[src/rtl/i2c_master_bit_sequencer_macros.svh]
// ----------------------------------------------------------------------------
// I2C master bit sequencer assertion macros
// Concurrent assertion wrappers; they compile to nothing when SYNTH is set.
// ----------------------------------------------------------------------------
`ifndef I2C_MASTER_BIT_SEQUENCER_MACROS_SVH
`define I2C_MASTER_BIT_SEQUENCER_MACROS_SVH

`ifndef SYNTH

// Same-cycle implication, disabled while reset is asserted
`define I2CM_ASSERT_NOW(label, clk, rst_n, ante, cons) \
    label: assert property (@(posedge clk) disable iff (!(rst_n)) (ante) |-> (cons)) \
        else $error("i2cm assertion failed");

// Next-cycle implication, disabled while reset is asserted
`define I2CM_ASSERT_NEXT(label, clk, rst_n, ante, cons) \
    label: assert property (@(posedge clk) disable iff (!(rst_n)) (ante) |=> (cons)) \
        else $error("i2cm assertion failed");

`else

`define I2CM_ASSERT_NOW(label, clk, rst_n, ante, cons)
`define I2CM_ASSERT_NEXT(label, clk, rst_n, ante, cons)

`endif

`endif

[src/rtl/i2cm_pkg.sv]
// ----------------------------------------------------------------------------
// i2cm_pkg
// Shared types and constants of the I2C master bit sequencer.
// ----------------------------------------------------------------------------
`timescale 1ns / 1ps
`default_nettype none

package i2cm_pkg;

    // Defaults
    localparam int unsigned COUNTER_BITS_DEF = 16;
    localparam logic [15:0] BIT_DELAY_RESET  = 16'd50;
    localparam logic [3:0]  BITS_PER_BYTE    = 4'd8;
    localparam int unsigned QUEUE_DEPTH      = 2;

    // Action codes on the input
    localparam logic [2:0] ACT_TICK   = 3'd0;
    localparam logic [2:0] ACT_START  = 3'd1;
    localparam logic [2:0] ACT_STOP   = 3'd2;
    localparam logic [2:0] ACT_RSTART = 3'd3;
    localparam logic [2:0] ACT_WRITE  = 3'd4;
    localparam logic [2:0] ACT_READ   = 3'd5;
    localparam logic [2:0] ACT_ACK    = 3'd6;
    localparam logic [2:0] ACT_NACK   = 3'd7;

    // Classified command kind
    typedef enum logic [2:0] {
        K_TICK,
        K_START,
        K_STOP,
        K_RSTART,
        K_WRITE,
        K_READ,
        K_ACK,
        K_NACK
    } t_kind;

    typedef struct packed {
        logic [2:0] action;
        logic [7:0] data_byte;
        logic       sda_in;
    } t_in_item;

    typedef struct packed {
        logic       scl_out;
        logic       sda_out;
        logic       busy_res;
        logic       done_res;
        logic [7:0] read_data;
        logic       ack_seen;
    } t_out_item;

    // Entry of the queue between front and back
    typedef struct packed {
        t_kind      kind;
        logic [7:0] data;
        logic       sda;
    } t_cmd;

endpackage

`default_nettype wire

[src/rtl/i2cm_front.sv]
// ----------------------------------------------------------------------------
// i2cm_front
// Accepts input items, classifies the action and queues them for the back.
// ----------------------------------------------------------------------------
`timescale 1ns / 1ps
`default_nettype none

module i2cm_front (
    input  wire                 i_clk,
    input  wire                 i_rst_n,
    input  wire                 push,
    output logic                full,
    input  i2cm_pkg::t_in_item  i_in,
    output i2cm_pkg::t_cmd      o_cmd,
    output logic                o_cmd_valid,
    input  wire                 i_cmd_pop
);

    localparam int unsigned DEPTH = i2cm_pkg::QUEUE_DEPTH;
    localparam int unsigned PTR_W = (DEPTH > 1) ? $clog2(DEPTH) : 1;
    localparam int unsigned CNT_W = $clog2(DEPTH + 1);

    i2cm_pkg::t_cmd r_mem [DEPTH];
    logic [PTR_W-1:0] r_wr_ptr, n_wr_ptr;
    logic [PTR_W-1:0] r_rd_ptr, n_rd_ptr;
    logic [CNT_W-1:0] r_count, n_count;
    i2cm_pkg::t_cmd   w_cmd;
    logic             w_push;
    logic             w_pop;

    // Classify the action code
    always_comb begin
        w_cmd.data = i_in.data_byte;
        w_cmd.sda  = i_in.sda_in;
        case (i_in.action)
            i2cm_pkg::ACT_TICK:   w_cmd.kind = i2cm_pkg::K_TICK;
            i2cm_pkg::ACT_START:  w_cmd.kind = i2cm_pkg::K_START;
            i2cm_pkg::ACT_STOP:   w_cmd.kind = i2cm_pkg::K_STOP;
            i2cm_pkg::ACT_RSTART: w_cmd.kind = i2cm_pkg::K_RSTART;
            i2cm_pkg::ACT_WRITE:  w_cmd.kind = i2cm_pkg::K_WRITE;
            i2cm_pkg::ACT_READ:   w_cmd.kind = i2cm_pkg::K_READ;
            i2cm_pkg::ACT_ACK:    w_cmd.kind = i2cm_pkg::K_ACK;
            i2cm_pkg::ACT_NACK:   w_cmd.kind = i2cm_pkg::K_NACK;
            default:              w_cmd.kind = i2cm_pkg::K_TICK;
        endcase
    end

    assign full        = (r_count == CNT_W'(DEPTH));
    assign o_cmd_valid = (r_count != '0);
    assign o_cmd       = r_mem[r_rd_ptr];
    assign w_push      = push && !full;
    assign w_pop       = i_cmd_pop && o_cmd_valid;

    // Advance pointers and occupancy
    always_comb begin
        n_wr_ptr = r_wr_ptr;
        n_rd_ptr = r_rd_ptr;
        n_count  = r_count;
        if (w_push) begin
            n_wr_ptr = (r_wr_ptr == PTR_W'(DEPTH - 1)) ? '0 : r_wr_ptr + PTR_W'(1);
        end
        if (w_pop) begin
            n_rd_ptr = (r_rd_ptr == PTR_W'(DEPTH - 1)) ? '0 : r_rd_ptr + PTR_W'(1);
        end
        if (w_push && !w_pop) begin
            n_count = r_count + CNT_W'(1);
        end else if (w_pop && !w_push) begin
            n_count = r_count - CNT_W'(1);
        end
    end

    always_ff @(posedge i_clk) begin
        if (!i_rst_n) begin
            r_wr_ptr <= '0;
            r_rd_ptr <= '0;
            r_count  <= '0;
        end else begin
            r_wr_ptr <= n_wr_ptr;
            r_rd_ptr <= n_rd_ptr;
            r_count  <= n_count;
        end
    end

    // Store the classified transfer
    always_ff @(posedge i_clk) begin
        if (w_push) begin
            r_mem[r_wr_ptr] <= w_cmd;
        end
    end

endmodule

`default_nettype wire

[src/rtl/i2cm_resq.sv]
// ----------------------------------------------------------------------------
// i2cm_resq
// Result queue between the sequencer and the result port.
// ----------------------------------------------------------------------------
`timescale 1ns / 1ps
`default_nettype none

module i2cm_resq (
    input  wire                  i_clk,
    input  wire                  i_rst_n,
    input  wire                  i_push,
    input  i2cm_pkg::t_out_item  i_res,
    output logic                 o_full,
    output logic                 empty,
    input  wire                  pop,
    output i2cm_pkg::t_out_item  o_out
);

    localparam int unsigned DEPTH = i2cm_pkg::QUEUE_DEPTH;
    localparam int unsigned PTR_W = (DEPTH > 1) ? $clog2(DEPTH) : 1;
    localparam int unsigned CNT_W = $clog2(DEPTH + 1);

    i2cm_pkg::t_out_item r_mem [DEPTH];
    logic [PTR_W-1:0] r_wr_ptr, n_wr_ptr;
    logic [PTR_W-1:0] r_rd_ptr, n_rd_ptr;
    logic [CNT_W-1:0] r_count, n_count;
    logic             w_push;
    logic             w_pop;

    assign o_full = (r_count == CNT_W'(DEPTH));
    assign empty  = (r_count == '0);
    assign o_out  = r_mem[r_rd_ptr];
    assign w_push = i_push && !o_full;
    assign w_pop  = pop && !empty;

    // Advance pointers and occupancy
    always_comb begin
        n_wr_ptr = r_wr_ptr;
        n_rd_ptr = r_rd_ptr;
        n_count  = r_count;
        if (w_push) begin
            n_wr_ptr = (r_wr_ptr == PTR_W'(DEPTH - 1)) ? '0 : r_wr_ptr + PTR_W'(1);
        end
        if (w_pop) begin
            n_rd_ptr = (r_rd_ptr == PTR_W'(DEPTH - 1)) ? '0 : r_rd_ptr + PTR_W'(1);
        end
        if (w_push && !w_pop) begin
            n_count = r_count + CNT_W'(1);
        end else if (w_pop && !w_push) begin
            n_count = r_count - CNT_W'(1);
        end
    end

    always_ff @(posedge i_clk) begin
        if (!i_rst_n) begin
            r_wr_ptr <= '0;
            r_rd_ptr <= '0;
            r_count  <= '0;
        end else begin
            r_wr_ptr <= n_wr_ptr;
            r_rd_ptr <= n_rd_ptr;
            r_count  <= n_count;
        end
    end

    // Store the result transfer
    always_ff @(posedge i_clk) begin
        if (w_push) begin
            r_mem[r_wr_ptr] <= i_res;
        end
    end

endmodule

`default_nettype wire

[src/rtl/i2cm_seq.sv]
// ----------------------------------------------------------------------------
// i2cm_seq
// Phase sequencer: plays out SCL/SDA for one queued transfer per cycle while the result queue has room.
// ----------------------------------------------------------------------------
`timescale 1ns / 1ps
`default_nettype none

`include "i2c_master_bit_sequencer_macros.svh"

module i2cm_seq #(
    parameter int unsigned COUNTER_BITS = i2cm_pkg::COUNTER_BITS_DEF
) (
    input  wire                  i_clk,
    input  wire                  i_rst_n,
    input  i2cm_pkg::t_cmd       i_cmd,
    input  wire                  i_cmd_valid,
    output logic                 o_cmd_pop,
    input  wire                  i_res_full,
    output logic                 o_res_push,
    output i2cm_pkg::t_out_item  o_res,
    input  wire                  i_cfg_valid,
    output logic                 o_cfg_ready,
    input  wire [15:0]           i_cfg_data
);

    localparam int unsigned CNT_W = COUNTER_BITS;
    localparam logic [32:0] CAP   = (33'd1 << COUNTER_BITS) - 33'd1;

    typedef enum logic [4:0] {
        PH_IDLE, PH_ST_A, PH_ST_B,
        PH_SP_A, PH_SP_B, PH_SP_C, PH_SP_D,
        PH_RS_A, PH_RS_B, PH_RS_C, PH_RS_D,
        PH_WR_LOW, PH_WR_DATA, PH_WR_HIGH, PH_WR_ALOW, PH_WR_AHIGH,
        PH_RD_LOW, PH_RD_HIGH, PH_RD_HOLD,
        PH_AK_A, PH_AK_B, PH_AK_C,
        PH_NK_A, PH_NK_B, PH_NK_C
    } t_phase;

    t_phase           r_phase, n_phase;
    logic [3:0]       r_bit_index, n_bit_index;
    logic [7:0]       r_shift, n_shift;
    logic [CNT_W-1:0] r_delay, n_delay;
    logic             r_scl, n_scl;
    logic             r_sda, n_sda;
    logic             r_ack, n_ack;
    logic [7:0]       r_rd_hold, n_rd_hold;
    logic [15:0]      r_bit_delay;
    logic             n_done;
    logic             w_fire;
    logic             w_enter;
    logic             w_full_delay;
    t_phase           w_target;
    logic [15:0]      w_span;
    logic [32:0]      w_span_ext;

    assign w_fire      = i_cmd_valid && !i_res_full;
    assign o_cmd_pop   = w_fire;
    assign o_res_push  = w_fire;
    assign o_cfg_ready = 1'b1;

    // Next phase, pins and counters for the transfer at the head of the queue
    always_comb begin
        n_phase      = r_phase;
        n_bit_index  = r_bit_index;
        n_shift      = r_shift;
        n_delay      = r_delay;
        n_scl        = r_scl;
        n_sda        = r_sda;
        n_ack        = r_ack;
        n_rd_hold    = r_rd_hold;
        n_done       = 1'b0;
        w_enter      = 1'b0;
        w_target     = PH_IDLE;
        w_full_delay = 1'b0;
        w_span       = '0;
        w_span_ext   = '0;

        if (r_phase == PH_IDLE) begin
            // Idle: start a command, ticks do nothing
            n_bit_index = '0;
            case (i_cmd.kind)
                i2cm_pkg::K_START: begin
                    w_enter = 1'b1; w_target = PH_ST_A;
                end
                i2cm_pkg::K_STOP: begin
                    w_enter = 1'b1; w_target = PH_SP_A;
                end
                i2cm_pkg::K_RSTART: begin
                    w_enter = 1'b1; w_target = PH_RS_A;
                end
                i2cm_pkg::K_WRITE: begin
                    n_shift = i_cmd.data;
                    w_enter = 1'b1; w_target = PH_WR_LOW;
                end
                i2cm_pkg::K_READ: begin
                    n_shift = '0;
                    w_enter = 1'b1; w_target = PH_RD_LOW;
                end
                i2cm_pkg::K_ACK: begin
                    w_enter = 1'b1; w_target = PH_AK_A;
                end
                i2cm_pkg::K_NACK: begin
                    w_enter = 1'b1; w_target = PH_NK_A;
                end
                default: ;
            endcase
        end else if (r_delay > CNT_W'(1)) begin
            // Hold the current phase
            n_delay = r_delay - CNT_W'(1);
        end else begin
            // Finish the phase and pick its successor
            w_enter = 1'b1;
            case (r_phase)
                PH_ST_A:    w_target = PH_ST_B;
                PH_SP_A:    w_target = PH_SP_B;
                PH_SP_B:    w_target = PH_SP_C;
                PH_SP_C:    w_target = PH_SP_D;
                PH_RS_A:    w_target = PH_RS_B;
                PH_RS_B:    w_target = PH_RS_C;
                PH_RS_C:    w_target = PH_RS_D;
                PH_WR_LOW:  w_target = PH_WR_DATA;
                PH_WR_DATA: w_target = PH_WR_HIGH;
                PH_WR_HIGH: begin
                    n_shift     = {r_shift[6:0], 1'b0};
                    n_bit_index = r_bit_index + 4'd1;
                    w_target    = (n_bit_index >= i2cm_pkg::BITS_PER_BYTE) ?
                                  PH_WR_ALOW : PH_WR_LOW;
                end
                PH_WR_ALOW: w_target = PH_WR_AHIGH;
                PH_WR_AHIGH: begin
                    n_ack   = ~i_cmd.sda;
                    w_enter = 1'b0;
                end
                PH_RD_LOW:  w_target = PH_RD_HIGH;
                PH_RD_HIGH: begin
                    n_shift  = {r_shift[6:0], i_cmd.sda};
                    w_target = PH_RD_HOLD;
                end
                PH_RD_HOLD: begin
                    n_bit_index = r_bit_index + 4'd1;
                    if (n_bit_index >= i2cm_pkg::BITS_PER_BYTE) begin
                        n_rd_hold = r_shift;
                        w_enter   = 1'b0;
                    end else begin
                        w_target = PH_RD_LOW;
                    end
                end
                PH_AK_A:    w_target = PH_AK_B;
                PH_AK_B:    w_target = PH_AK_C;
                PH_NK_A:    w_target = PH_NK_B;
                PH_NK_B:    w_target = PH_NK_C;
                default:    w_enter  = 1'b0;
            endcase
            if (!w_enter) begin
                n_phase = PH_IDLE;
                n_delay = '0;
                n_done  = 1'b1;
            end
        end

        // Enter the new phase: set pins and load its delay
        if (w_enter) begin
            n_phase = w_target;
            case (w_target)
                PH_ST_A:     begin n_scl = 1'b1; n_sda = 1'b1; w_full_delay = 1'b1; end
                PH_ST_B:     begin n_sda = 1'b0; w_full_delay = 1'b1; end
                PH_SP_A:     n_scl = 1'b0;
                PH_SP_B:     n_sda = 1'b0;
                PH_SP_C:     n_scl = 1'b1;
                PH_SP_D:     begin n_sda = 1'b1; w_full_delay = 1'b1; end
                PH_RS_A:     n_scl = 1'b0;
                PH_RS_B:     n_sda = 1'b1;
                PH_RS_C:     n_scl = 1'b1;
                PH_RS_D:     begin n_sda = 1'b0; w_full_delay = 1'b1; end
                PH_WR_LOW:   begin n_scl = 1'b0; w_full_delay = 1'b1; end
                PH_WR_DATA:  n_sda = n_shift[7];
                PH_WR_HIGH:  begin n_scl = 1'b1; w_full_delay = 1'b1; end
                PH_WR_ALOW:  begin n_scl = 1'b0; n_sda = 1'b1; end
                PH_WR_AHIGH: begin n_scl = 1'b1; n_sda = 1'b1; w_full_delay = 1'b1; end
                PH_RD_LOW:   begin n_scl = 1'b0; n_sda = 1'b1; w_full_delay = 1'b1; end
                PH_RD_HIGH:  n_scl = 1'b1;
                PH_RD_HOLD:  w_full_delay = 1'b1;
                PH_AK_A:     n_scl = 1'b0;
                PH_AK_B:     n_sda = 1'b0;
                PH_AK_C:     begin n_scl = 1'b1; w_full_delay = 1'b1; end
                PH_NK_A:     n_scl = 1'b0;
                PH_NK_B:     n_sda = 1'b1;
                PH_NK_C:     begin n_scl = 1'b1; w_full_delay = 1'b1; end
                default:     ;
            endcase
            // Full or half delay, at least one tick, saturated to the counter
            w_span = w_full_delay ? r_bit_delay : {1'b0, r_bit_delay[15:1]};
            if (w_span == '0) begin
                w_span = 16'd1;
            end
            w_span_ext = {17'd0, w_span};
            n_delay = (w_span_ext > CAP) ? CAP[CNT_W-1:0] : w_span_ext[CNT_W-1:0];
        end
    end

    // Result of this transfer
    always_comb begin
        o_res.scl_out   = n_scl;
        o_res.sda_out   = n_sda;
        o_res.busy_res  = (n_phase != PH_IDLE);
        o_res.done_res  = n_done;
        o_res.read_data = n_rd_hold;
        o_res.ack_seen  = n_ack;
    end

    // Hold state and advance on each transfer
    always_ff @(posedge i_clk) begin
        if (!i_rst_n) begin
            r_phase     <= PH_IDLE;
            r_bit_index <= '0;
            r_shift     <= '0;
            r_delay     <= '0;
            r_scl       <= 1'b1;
            r_sda       <= 1'b1;
            r_ack       <= 1'b0;
            r_rd_hold   <= '0;
        end else if (w_fire) begin
            r_phase     <= n_phase;
            r_bit_index <= n_bit_index;
            r_shift     <= n_shift;
            r_delay     <= n_delay;
            r_scl       <= n_scl;
            r_sda       <= n_sda;
            r_ack       <= n_ack;
            r_rd_hold   <= n_rd_hold;
        end
    end

    // Configuration register
    always_ff @(posedge i_clk) begin
        if (!i_rst_n) begin
            r_bit_delay <= i2cm_pkg::BIT_DELAY_RESET;
        end else if (i_cfg_valid) begin
            r_bit_delay <= i_cfg_data;
        end
    end

    `I2CM_ASSERT_NOW(a_start_not_done, i_clk, i_rst_n, w_fire && (r_phase == PH_IDLE), !n_done)
    `I2CM_ASSERT_NOW(a_bit_index_range, i_clk, i_rst_n, 1'b1, r_bit_index <= i2cm_pkg::BITS_PER_BYTE)
    `I2CM_ASSERT_NOW(a_busy_has_delay, i_clk, i_rst_n, r_phase != PH_IDLE, r_delay != '0)
    `I2CM_ASSERT_NEXT(a_hold_phase, i_clk, i_rst_n, w_fire && (r_phase != PH_IDLE) && (r_delay > CNT_W'(1)), (r_phase == $past(r_phase)) && (r_delay == $past(r_delay) - CNT_W'(1)))

endmodule

`default_nettype wire

[src/rtl/i2c_master_bit_sequencer.sv]
// ----------------------------------------------------------------------------
// i2c_master_bit_sequencer
// I2C master that turns commands and ticks into SCL/SDA drive levels.
// ----------------------------------------------------------------------------
//  Channel   Handshake                 Payload
//  input     push / full               i_in  (action, data_byte, sda_in)
//  result    empty / pop               o_out (scl, sda, busy, done, rdata, ack)
//  config    i_cfg_valid / o_cfg_ready i_cfg_data (bit_delay)
//
//  One item per clock while the queues have room; every item gives exactly one result.
//  A result is registered twice on its way to o_out: into the
//  command queue, then through the phase sequencer into the result queue.
//  The sequencer steps one queued item per cycle while the result queue has room.
//  Reset clears both queues, parks the bus released and sets bit_delay to 50.
//  A stalled result side fills the queues and then raises full.
// ----------------------------------------------------------------------------
`timescale 1ns / 1ps
`default_nettype none

module i2c_master_bit_sequencer #(
    parameter int unsigned COUNTER_BITS = i2cm_pkg::COUNTER_BITS_DEF
) (
    input  wire                  i_clk,
    input  wire                  i_rst_n,
    input  wire                  push,
    output logic                 full,
    input  i2cm_pkg::t_in_item   i_in,
    output logic                 empty,
    input  wire                  pop,
    output i2cm_pkg::t_out_item  o_out,
    input  wire                  i_cfg_valid,
    output logic                 o_cfg_ready,
    input  wire [15:0]           i_cfg_data
);

    i2cm_pkg::t_cmd      w_cmd;
    logic                w_cmd_valid;
    logic                w_cmd_pop;
    logic                w_res_full;
    logic                w_res_push;
    i2cm_pkg::t_out_item w_res;

    // Accept and classify
    i2cm_front u_front (
        .i_clk       (i_clk),
        .i_rst_n     (i_rst_n),
        .push        (push),
        .full        (full),
        .i_in        (i_in),
        .o_cmd       (w_cmd),
        .o_cmd_valid (w_cmd_valid),
        .i_cmd_pop   (w_cmd_pop)
    );

    // Play out the bus phases
    i2cm_seq #(
        .COUNTER_BITS (COUNTER_BITS)
    ) u_seq (
        .i_clk       (i_clk),
        .i_rst_n     (i_rst_n),
        .i_cmd       (w_cmd),
        .i_cmd_valid (w_cmd_valid),
        .o_cmd_pop   (w_cmd_pop),
        .i_res_full  (w_res_full),
        .o_res_push  (w_res_push),
        .o_res       (w_res),
        .i_cfg_valid (i_cfg_valid),
        .o_cfg_ready (o_cfg_ready),
        .i_cfg_data  (i_cfg_data)
    );

    // Queue results for the consumer
    i2cm_resq u_resq (
        .i_clk   (i_clk),
        .i_rst_n (i_rst_n),
        .i_push  (w_res_push),
        .i_res   (w_res),
        .o_full  (w_res_full),
        .empty   (empty),
        .pop     (pop),
        .o_out   (o_out)
    );

endmodule

`default_nettype wire
[config.mk]
export PLATFORM = sky130hd
export DESIGN_NAME = i2c_master_bit_sequencer
export DESIGN_NICKNAME = d
export VERILOG_FILES = /design/src/rtl/i2cm_pkg.sv /design/src/rtl/i2cm_front.sv /design/src/rtl/i2cm_resq.sv /design/src/rtl/i2cm_seq.sv /design/src/rtl/i2c_master_bit_sequencer.sv
export VERILOG_INCLUDE_DIRS = /design/src /design/src/rtl
export SDC_FILE = /design/constraint.sdc
export NUM_CORES = 1
export LEC_CHECK = 0
export BUFFER_PORTS_ARGS = -buffer_cell sky130_fd_sc_hd__buf_4
export CORE_UTILIZATION = 55
export DETAILED_ROUTE_END_ITERATION = 10
export PLACE_DENSITY = 0.74
export SLEW_MARGIN = 20
export SYNTH_ARGS = -nofsm -noshare
export SYNTH_HDL_FRONTEND = slang
export SYNTH_SLANG_ARGS = --single-unit
[constraint.sdc]
create_clock -name i_clk -period 3.54 [get_ports i_clk]
set_input_delay 0.708 -clock i_clk [delete_from_list [all_inputs] [get_ports i_clk]]
set_output_delay 0.708 -clock i_clk [all_outputs]
set_load 0.03 [all_outputs]
==> results_dict.tcl, run 1 <==
set metrics [dict create \
    outcome "completed" \
    cp.depth 10 \
    synth_edf_count 50 \
    dp.cells 774 \
    grt_use_met3 0.0660 \
    rsz0062_at_grt "false" \
    h-tree-depth 4 \
    cts.sinks 120 \
    wl_um 13500 \
    dpl.hpwl_um 9250 \
    cts_tree "built" \
    clock_skew_ns 0.0113 \
    cts_hold_buffers 0 \
    power_density_nw_per_um2 1090 \
    fmax_ghz 0.304 \
    fin_crit_sh 0.930 \
    r2r_start "u_seq.r_phase[2]$_SDFFE_PN0P_" \
    antenna_found_initial 0 \
    wl_per_cell_um 16.7 \
    internal_power_mw 4.67 \
    sw_frac_of_total 0.410 \
    hold_path_class "in2reg" \
    io_pins 49 \
    syn_nets 649 \
    synth_area_um2 6130 \
    cts.repair.resized 0 \
    drc 0 \
    grt_first_pass_wirelength_um 22400 \
    use_met2 0.413 \
    ys_seq_area_frac 0.473 \
    cp.required_ns 3.93 \
    ir_drop_mv 0.660 \
    clk_pin_slew_ns 0.06 \
    crit_slowest_cell "or4_4" \
    finalSetupTns_ns 0 \
    path_cells "or4_4 -> nor2_2 -> o21ai_2 -> o31a_1 -> or3_1 -> a21oi_1 -> a211o_1 -> buf_4 -> mux2i_1 -> a211oi_2" \
    avgSynthCellArea_um2 10.0 \
    grtUsageMet1 0.319 \
    std_cell_rows 38 \
    core_um2 10800 \
    setup_viol 0 \
    grt_pass1_vias 4662 \
    num_vias 4806 \
    synth_seq_cells 120 \
    power.total_mw 7.90 \
    seq_power_share 0.278 \
    synth_cells 611 \
    final.min_clock_period_ns 3.29 \
    ys.flop_type "dfxtp_1" \
    path_delay_family "simple AND/OR/NAND/NOR gates" \
    fin_area_um2 7220 \
    clkPwrFrac 0.244 \
    slew_headroom 0.312 \
    clock_path_buffers 2 \
    cp-endpoint "u_seq.r_delay[0]$_SDFFE_PN0P_" \
    crit_start "u_seq.r_phase[2]$_SDFFE_PN0P_" \
    nNetsFinal 691 \
    final_max_slew_viol_count 0 \
    r2r_slack_ns 0.25 \
    cts_setup_buffers 0 \
    r2r_cells 10 \
    clk_latency_ns 0.52 \
    drive_gt1_frac 0.197 \
    num_antenna_cells 0 \
    cts_made_buffers 17 \
    cp_max_fo 16 \
    track_usage 0.251 \
    die-width_um 108 \
    maxCapViolations 0 \
    area_growth_pct 17.7 \
    grt-busiest-layer "met2" \
    worstReg2RegEnd "u_seq.r_delay[0]$_SDFFE_PN0P_" \
    max_slew.worst_pin.slew_ns 1.03 \
    dieHeight_um 108 \
    grt_max_degree 42 \
    clockRootBuffer "clkbuf_8" \
    async_flop_share 0 \
    final_cell_count_no_fill 806 \
    path_class "reg2reg" \
    crit_arrival_ns 3.68 \
    slowest_delay_ns 0.59 \
    dr.pass1.iters 5 \
    comb_power_share 0.478 \
    fillers 857 \
    initial_core_util 0.566 \
    viasPerCell 5.96 \
    start_kind "flip-flop" \
    p_switching_mw 3.24 \
    portBuffers 47 \
    grt-ovfl-total 0 \
    crit_buf_inv 1 \
    place_area_um2 6550 \
    drt_iter0_markers 346 \
    holdWs_ns 0.365 \
    p_leak_nw 2.81 \
    cp-end-kind "flip-flop" \
    yosys_warnings 0 \
    postRouteAntennaNets 0 \
    synthDistinctLibCells 68 \
    routabilityCongestion 0.909 \
    dieArea_um2 11600 \
    finalHoldViolCount 0 \
]
[power by group through the flow]
| stage | logic, mW | registers (mW) | clock network [mW] |
|---|---|---|---|
| final | 3.78 | 2.19 | 1.93 |
| after floorplan | 3.06 | 2.12 | 0 |
| after global routing | 4.14 | 2.24 | 2.01 |
| after CTS | 3.74 | 2.19 | 1.95 |
| after global placement | 3.62 | 2.18 | 0 |
| after detailed placement | 3.71 | 2.21 | 0 |
[cells by family after synthesis]
group                    count (synthesis)  share of synthesized area
adder cells (fa/ha/maj)                  5                     0.0102
buffers and inverters                   50                     0.0414
flip-flops                             120                      0.473
XOR/XNOR                                10                     0.0143
AO/OA/AOI/OAI                          146                      0.158
multiplexers                            65                      0.111
AND/OR/NAND/NOR                        214                      0.192
other                                    1                   0.000611
[cell usage in the layout (no fill, tap or decap), types with 14 or more instances in the layout]
cell       Yosys  final
o21ai_0       40     40
dfxtp_1       70     70
nand3_1       16     16
nor2b_1       25     25
nor3b_1       14     14
buf_4          2     59
mux2i_1       42     42
and2_1        14     14
mux2_2        23     23
edfxtp_1      50     50
clkbuf_16      0     17
nor2_1        45     45
a21oi_1       21     21
nand2_1       50     50
inv_1         14     14
[cell usage after synthesis, types with 5 or more instances]
cell type	number	area share
nor4_1	7	0.0071
edfxtp_1	50	0.24
nand2b_1	9	0.0092
a31oi_1	8	0.0082
or3_1	6	0.0061
o21ai_0	40	0.033
o31ai_1	9	0.011
xnor2_1	6	0.0086
clkbuf_1	22	0.013
mux2_2	23	0.042
buf_6	5	0.0092
nor2b_1	25	0.025
a22oi_1	5	0.0061
ha_1	5	0.010
nor3b_1	14	0.017
dfxtp_1	70	0.23
o211ai_1	9	0.011
a21oi_1	21	0.017
o211a_1	9	0.015
o22ai_1	5	0.0051
nand3_1	16	0.013
mux2i_1	42	0.069
nor2_1	45	0.028
o21ai_1	8	0.0065
nor3_1	8	0.0065
and2_1	14	0.014
inv_1	14	0.0086
nand2_1	50	0.031
[layout make-up]
type / instances / area, µm² / area share
clock buffers: 20 / 457 / 0.0632
clock inverters: 12 / 208 / 0.0288
inverters: 14 / 52.6 / 0.00728
multi-input cells: 441 / 2980 / 0.413
flip-flops and latches: 120 / 2900 / 0.402
well taps: 140 / 175 / 0.0243
repair buffers: 59 / 443 / 0.0613
[worst min path at each step]
stage                                                  from                                end  slack, ns  depth (start not counted)
after global placement      u_seq.r_rd_hold[7]$_SDFFE_PN0P_    u_seq.r_rd_hold[7]$_SDFFE_PN0P_       0.48                          2
after CTS                                           i_in[2]      u_front.r_mem[0][2]$_DFFE_PP_       0.35                          1
after global routing                                i_in[8]      u_front.r_mem[0][8]$_DFFE_PP_       0.34                          1
final                                               i_in[2]      u_front.r_mem[0][2]$_DFFE_PP_       0.36                          1
after detailed placement    u_seq.r_rd_hold[1]$_SDFFE_PN0P_    u_seq.r_rd_hold[1]$_SDFFE_PN0P_       0.49                          2
after floorplan           u_seq.r_bit_index[1]$_SDFFE_PN0P_  u_seq.r_bit_index[1]$_SDFFE_PN0P_       0.46                          2
[metal layers]
layer  vias up  wire length, µm
met1      2258             5830
li1       2339                -
met5         -                0
met4         0              238
met2       183             6550
met3        26              874
[registers in the layout (all words and copies together), names as in the netlist, named ones only]
signal and flops:
u_resq.r_rd_ptr 1, u_resq.r_count 2, u_resq.r_mem 26, u_seq.r_scl 1
u_seq.r_delay 16, u_seq.r_sda 1, u_front.r_count 2, u_front.r_mem 24
u_seq.r_ack 1, u_seq.r_bit_delay 16, u_seq.r_rd_hold 8, u_seq.r_shift 8
u_front.r_rd_ptr 1, u_seq.r_bit_index 4, u_resq.r_wr_ptr 1, u_front.r_wr_ptr 1
u_seq.r_phase 5
[through the flow]
stage	utilization	worst slack, ns
CTS	0.666	0.315
detailed placement	0.604	0.355
global route	0.666	0.00452
floorplan	-	0.613
global placement	0.604	0.463
finish	0.666	0.249
(Power assumes the default switching activity.)
==> run 2, diff against run 1 <==
REMOVE_ABC_BUFFERS = 1   (was not set)
==> run 2 against run 1 <==
Net effect:
- clock-buffer cell count up 3
- sequential share of layout area increased by 0.59 points
- highest routed layer unchanged
- non-clock buffer count is the same
- final cell count stayed put
- clock skew decreased by 0.0019 ns
==> results_dict.tcl, run 2 (synthesis gave the netlist of run 1 again) <==
set metrics [dict create \
    slew_headroom 0.300 \
    drc 0 \
    multi_input_area_um2 2990 \
    initial_core_util 0.566 \
    num_antenna_cells 0 \
    clock_skew_ns 0.00941 \
    area_growth_pct 16.0 \
    final_max_slew_viol_count 0 \
    drive_gt1_frac 0.194 \
    slowest_delay_ns 0.65 \
    seq_area_um2 2900 \
    internal_power_mw 4.38 \
    fin_crit_sh 0.916 \
    grt_max_degree 73 \
    core_um2 10800 \
    comb_power_share 0.498 \
    sw_frac_of_total 0.419 \
    clockRootBuffer "clkbuf_8" \
    nNetsFinal 691 \
    cp.required_ns 3.93 \
    p_leak_nw 2.76 \
    postRouteAntennaNets 0 \
    viasPerCell 5.86 \
    wl_per_cell_um 16.2 \
    cp-end-kind "flip-flop" \
    clk_pin_slew_ns 0.06 \
    fmax_ghz 0.308 \
    antenna_found_initial 0 \
    clock_path_buffers 2 \
    mostFrequentLayoutCell "dfxtp_1" \
    finalSetupTns_ns 0 \
    largestRegisters "u_resq.r_mem x26, u_front.r_mem x24" \
    maxCapViolations 0 \
    num_vias 4723 \
    drt_iter0_markers 245 \
    holdWs_ns 0.378 \
    cts_hold_buffers 0 \
    max_slew.worst_pin.slew_ns 1.05 \
    clk_latency_ns 0.51 \
    cts_tree "built" \
    cts_made_buffers 17 \
    r2r_slack_ns 0.30 \
    wl_um 13100 \
    outcome "completed" \
    routabilityCongestion 0.902 \
    dieHeight_um 108 \
    largest_reg_flops 26 \
    die-width_um 108 \
    io_pins 49 \
    layout_common_cells "dfxtp_1 (70), buf_4 (59), nand2_1 (50), edfxtp_1 (50), nor2_1 (45)" \
    dpl.hpwl_um 9200 \
    power.total_mw 7.53 \
    track_usage 0.245 \
    ir_drop_mv 0.465 \
    grt-ovfl-total 0 \
    std_cell_rows 38 \
    setup_viol 0 \
    regMostFlops "u_resq.r_mem" \
    hold_path_class "in2reg" \
    cts_setup_buffers 0 \
    dieArea_um2 11600 \
    dp.cells 774 \
    fillers 817 \
    cts.sinks 120 \
    finalHoldViolCount 0 \
    final_util 0.657 \
    seq_power_share 0.291 \
    final.min_clock_period_ns 3.24 \
    start_kind "flip-flop" \
    power_density_nw_per_um2 1060 \
    grt_pass1_vias 4511 \
    rsz0062_at_grt "false" \
    final_cell_count_no_fill 806 \
    clkPwrFrac 0.212 \
    crit_arrival_ns 3.63 \
    h-tree-depth 4 \
    cp_max_fo 16 \
    p_switching_mw 3.15 \
    path_class "reg2reg" \
    dr.pass1.iters 8 \
    path_cells "inv_1 -> ha_1 -> nor2_1 -> nor4_2 -> nand3_4 -> o31ai_1 -> o21ai_0 -> o22ai_1 -> a211o_1 -> buf_4 -> mux2i_1 -> a211oi_2" \
    crit_slowest_cell "o31ai_1" \
    grt_first_pass_wirelength_um 21800 \
    portBuffers 47 \
]
==> run 2: cell count changes in the layout (fill, tap and decap cells not counted), sizes merged <==
cell      before  now
clkinv         2    4
bufinv         5    1
clkbuf        20   23
inv           19   17
clkinvlp       0    1
==> run 2: layer usage <==
metal | share of wire | global-route usage | vias up
li1 | - | - | 2329
met1 | 0.43 | 0.290 | 2229
met2 | 0.51 | 0.422 | 140
met3 | 0.039 | 0.0569 | 25
met4 | 0.025 | 0.107 | 0
met5 | 0 | 0 | -
==> run 2: area by class of cell <==
class                   count  share of cell area
clock buffers              23              0.0658
clock inverters             9              0.0127
inverters                  14             0.00738
multi-input cells         441               0.419
flip-flops and latches    120               0.408
well taps                 140              0.0246
repair buffers             59              0.0622
==> run 2: metrics by stage <==
step,setup slack [ns],area [µm²]
final,0.296,7120
after global routing,0.00843,7120
after CTS,0.262,7110
after detailed placement,0.287,6550
after global placement,0.427,6550
after floorplan,0.398,5930
==> run 2: timing repair <==
item,CTS,global route
gates resized for setup,0,2
endpoints found under the hold margin,0,0
setup endpoints to repair,0,15
==> run 2: power by group through the flow <==
| stage | Combinational (mW) | Clock [mW] | Sequential [mW] |
|---|---|---|---|
| finish | 3.75 | 1.59 | 2.19 |
| global route | 4.13 | 1.68 | 2.23 |
| CTS | 3.72 | 1.62 | 2.19 |
| detailed placement | 3.68 | 0 | 2.21 |
| global placement | 3.62 | 0 | 2.19 |
| floorplan | 2.71 | 0 | 2.18 |
==> run 2: path summary, 6_finish.rpt <==
check	startpoint	to	cells past startpoint
setup reg to reg	u_seq.r_delay[0]$_SDFFE_PN0P_	u_seq.r_delay[0]$_SDFFE_PN0P_	12
setup / recovery	u_seq.r_delay[0]$_SDFFE_PN0P_	u_seq.r_delay[0]$_SDFFE_PN0P_	12
hold / removal	i_in[4]	u_front.r_mem[1][4]$_DFFE_PP_	1
hold reg to reg	u_seq.r_rd_hold[7]$_SDFFE_PN0P_	u_seq.r_rd_hold[7]$_SDFFE_PN0P_	2
==> run 2: critical path, delay by kind of cell (launching register included) <==
family / cells / cell delay (ns)
compound gates: 5 / 1.26
fa+ha+maj: 1 / 0.29
buf+inv: 2 / 0.36
flops: 1 / 0.36
mux: 1 / 0.25
simple gates: 3 / 0.60
==> run 3, diff against run 2 <==
ABC_AREA = 1   (was not set)
MAX_ROUTING_LAYER = met4   (was not set)
==> run 3 against run 2 <==
Net effect:
- clock skew shrank 0.00081 ns
- clock-buffer cell count decreased by 5
- cell area up 2.0%
- sequential cell count unchanged
- register-to-register slack better by 0.08 ns
- clock power is 13% higher
==> results_dict.tcl, run 3 <==
set metrics [dict create \
    outcome "completed" \
    yosysMostFrequentCell "nand2_1" \
    hold_path_class "in2reg" \
    sw_frac_of_total 0.442 \
    setup_viol 0 \
    yosys-top-cells-count "nand2_1 (150), nor2_1 (87), o21ai_0 (84), inv_1 (72), dfxtp_1 (70)" \
    core_um2 10900 \
    internal_power_mw 4.35 \
    crit_start "u_seq.r_delay[0]$_SDFFE_PN0P_" \
    avgSynthCellArea_um2 8.01 \
    final.min_clock_period_ns 3.17 \
    slowest_delay_ns 0.34 \
    cp_max_fo 18 \
    cts_made_buffers 17 \
    crit_slowest_cell "dfxtp_1" \
    yosys_warnings 0 \
    area_growth_pct 17.5 \
    num_antenna_cells 0 \
    cts_hold_buffers 0 \
    initial_core_util 0.567 \
    fin_crit_sh 0.895 \
    cts_tree "built" \
    io_pins 49 \
    hp-start "i_in[0]" \
    cp.required_ns 4.00 \
    largest_reg_flops 26 \
    worstReg2RegEnd "u_seq.r_delay[0]$_SDFFE_PN0P_" \
    routabilityCongestion 0.965 \
    synth_seq_cells 120 \
    ys_seq_area_frac 0.470 \
    drc 0 \
    dieArea_um2 11700 \
    synth-compound-area-share 0.153 \
    regMostFlops "u_resq.r_mem" \
    crit_arrival_ns 3.62 \
    fillers 876 \
    r2r_start "u_seq.r_delay[0]$_SDFFE_PN0P_" \
    synth_top_cell_by_area "edfxtp_1" \
    drt_iter0_markers 596 \
    final_max_slew_viol_count 0 \
    clk_pin_slew_ns 0.06 \
    r2r_slack_ns 0.37 \
    rsz0062_at_grt "false" \
    clockRootBuffer "clkbuf_8" \
    async_flop_share 0 \
    drive_gt1_frac 0.177 \
    slew_headroom 0.305 \
    grt_first_pass_wirelength_um 23600 \
    start_kind "flip-flop" \
    synth_top_area_share 0.243 \
    mostFrequentLayoutCell "nand2_1" \
    finalSetupTns_ns 0 \
    grt_max_degree 47 \
    p_leak_nw 3.13 \
    synth_top_family_by_area "simple AND/OR/NAND/NOR gates" \
    synth_cells 771 \
    grt-ovfl-total 0 \
    synth.area.top_cells "edfxtp_1 (24%), dfxtp_1 (23%), nand2_1 (9.1%), o21ai_0 (6.8%), nor2_1 (5.3%)" \
    synthAdderAreaFrac 0.0101 \
    postRouteAntennaNets 0 \
    p_switching_mw 3.44 \
    dp.cells 936 \
    std_cell_rows 38 \
    hold_path_end "u_front.r_mem[1][0]$_DFFE_PP_" \
    cp-end-kind "flip-flop" \
    nNetsFinal 854 \
    min_delay_path_depth 1 \
    die-width_um 108 \
    final_cell_count_no_fill 969 \
    viasPerCell 5.62 \
    h-tree-depth 4 \
    power_density_nw_per_um2 1070 \
    clock_path_buffers 2 \
    layout_common_cells "nand2_1 (150), nor2_1 (86), o21ai_0 (84)" \
    wl_um 14400 \
    seq_power_share 0.285 \
    max_slew.worst_pin.slew_ns 1.04 \
    largestRegisters "u_resq.r_mem x26, u_front.r_mem x24" \
    ir_drop_mv 0.543 \
    dpl.hpwl_um 9880 \
    dr.pass1.iters 6 \
    portBuffers 47 \
    path_class "reg2reg" \
    grt_pass1_vias 4959 \
    ys.flop_type "dfxtp_1" \
    synth_mux_area_frac 0.0397 \
    wl_per_cell_um 14.8 \
    maxCapViolations 0 \
    synth_edf_count 50 \
    synth_area_um2 6180 \
    synth_xor_area_frac 0.0184 \
    yosys.area_share.simple 0.236 \
    critPathMostFrequentCell "nand2_1" \
    fmax_ghz 0.316 \
    clkPwrFrac 0.230 \
    comb_power_share 0.485 \
    clk_latency_ns 0.52 \
    finalHoldViolCount 0 \
    path_cells "inv_1 -> ha_1 -> nand2_2 -> nor2_4 -> nand2_2 -> nand2_2 -> nand2_1 -> nand2_2 -> nor2_1 -> nand3_1 -> nand3_1 -> nor2_4 -> nand2_4 -> nand2_1 -> nand2_1 -> nor2_1 -> nand2_1 -> nor2_1 -> nand2_1 -> nand2_1 -> nand2_1 -> a21oi_2" \
    track_usage 0.271 \
    num_vias 5443 \
    cts.sinks 120 \
    clock_skew_ns 0.00860 \
    dieHeight_um 108 \
    synthDistinctLibCells 47 \
    r2r_cells 22 \
    antenna_found_initial 0 \
]
==> run 3: logic make-up after synthesis <==
family | after synthesis
AOI/OAI and AO/OA | 172
xor gates and xnor gates | 13
adders and majority gates | 5
buffers and inverters | 108
DFF | 120
muxes | 22
other | 1
and+or+nand+nor | 330
==> run 3: worst max-delay path by stage <==
stage / to / cells past startpoint
detailed placement: u_seq.r_delay[0]$_SDFFE_PN0P_ / 21
CTS: u_seq.r_delay[0]$_SDFFE_PN0P_ / 21
floorplan: u_seq.r_delay[0]$_SDFFE_PN0P_ / 7
global placement: u_seq.r_delay[0]$_SDFFE_PN0P_ / 21
global route: u_seq.r_delay[0]$_SDFFE_PN0P_ / 22
finish: u_seq.r_delay[0]$_SDFFE_PN0P_ / 22
==> run 3: routing by layer <==
| layer | wire [µm] | track usage | up-vias | share of wire |
|---|---|---|---|---|
| met5 | 0 | - | - | 0 |
| met4 | 170 | 0.0793 | 0 | 0.012 |
| met3 | 1010 | 0.0573 | 18 | 0.071 |
| met2 | 6530 | 0.415 | 239 | 0.45 |
| met1 | 6660 | 0.360 | 2493 | 0.46 |
| li1 | - | - | 2693 | - |
==> run 3: stage by stage <==
step	hold WS, ns	util	total power [mW]	area (µm²)	setup WS, ns
floorplan	0.425	-	4.89	6030	0.482
global route	0.350	0.667	8.31	7260	0.00836
global placement	0.434	0.609	5.75	6630	0.446
CTS	0.356	0.665	7.70	7240	0.314
finish	0.370	0.667	7.79	7260	0.373
detailed placement	0.451	0.609	5.87	6630	0.350
==> run 3: power by group through the flow <==
stage          clock, mW  combinational (mW)  sequential (mW)
2_1_floorplan          0                2.72             2.17
3_3_place_gp           0                3.53             2.22
3_5_place_dp           0                3.63             2.24
4_1_cts             1.81                3.67             2.22
5_1_grt             1.87                4.17             2.27
6_report            1.79                3.78             2.22
==> run 3: cell type report <==
cell class	instances	area (µm²)	area share
flip-flops and latches	120	2900	0.400
clock buffers	18	418	0.0576
clock inverters	14	199	0.0274
inverters	79	299	0.0412
multi-input cells	543	2850	0.393
well taps	140	175	0.0241
repair buffers	55	413	0.0569
==> run 3: repair_timing <==
item | 4_1_cts | 5_1_grt
endpoints found under the setup margin | 0 | 1
resized for setup | 0 | 1
setup buffers | 0 | 1
==> run 3: worst max-delay path: cells and delay by family (launching register included) <==
kind	cells	cell delay (ns)
AND/OR/NAND/NOR	19	2.25
flip-flops	1	0.34
adder cells (fa/ha/maj)	1	0.27
buffers and inverters	1	0.11
AO/OA/AOI/OAI	1	0.11
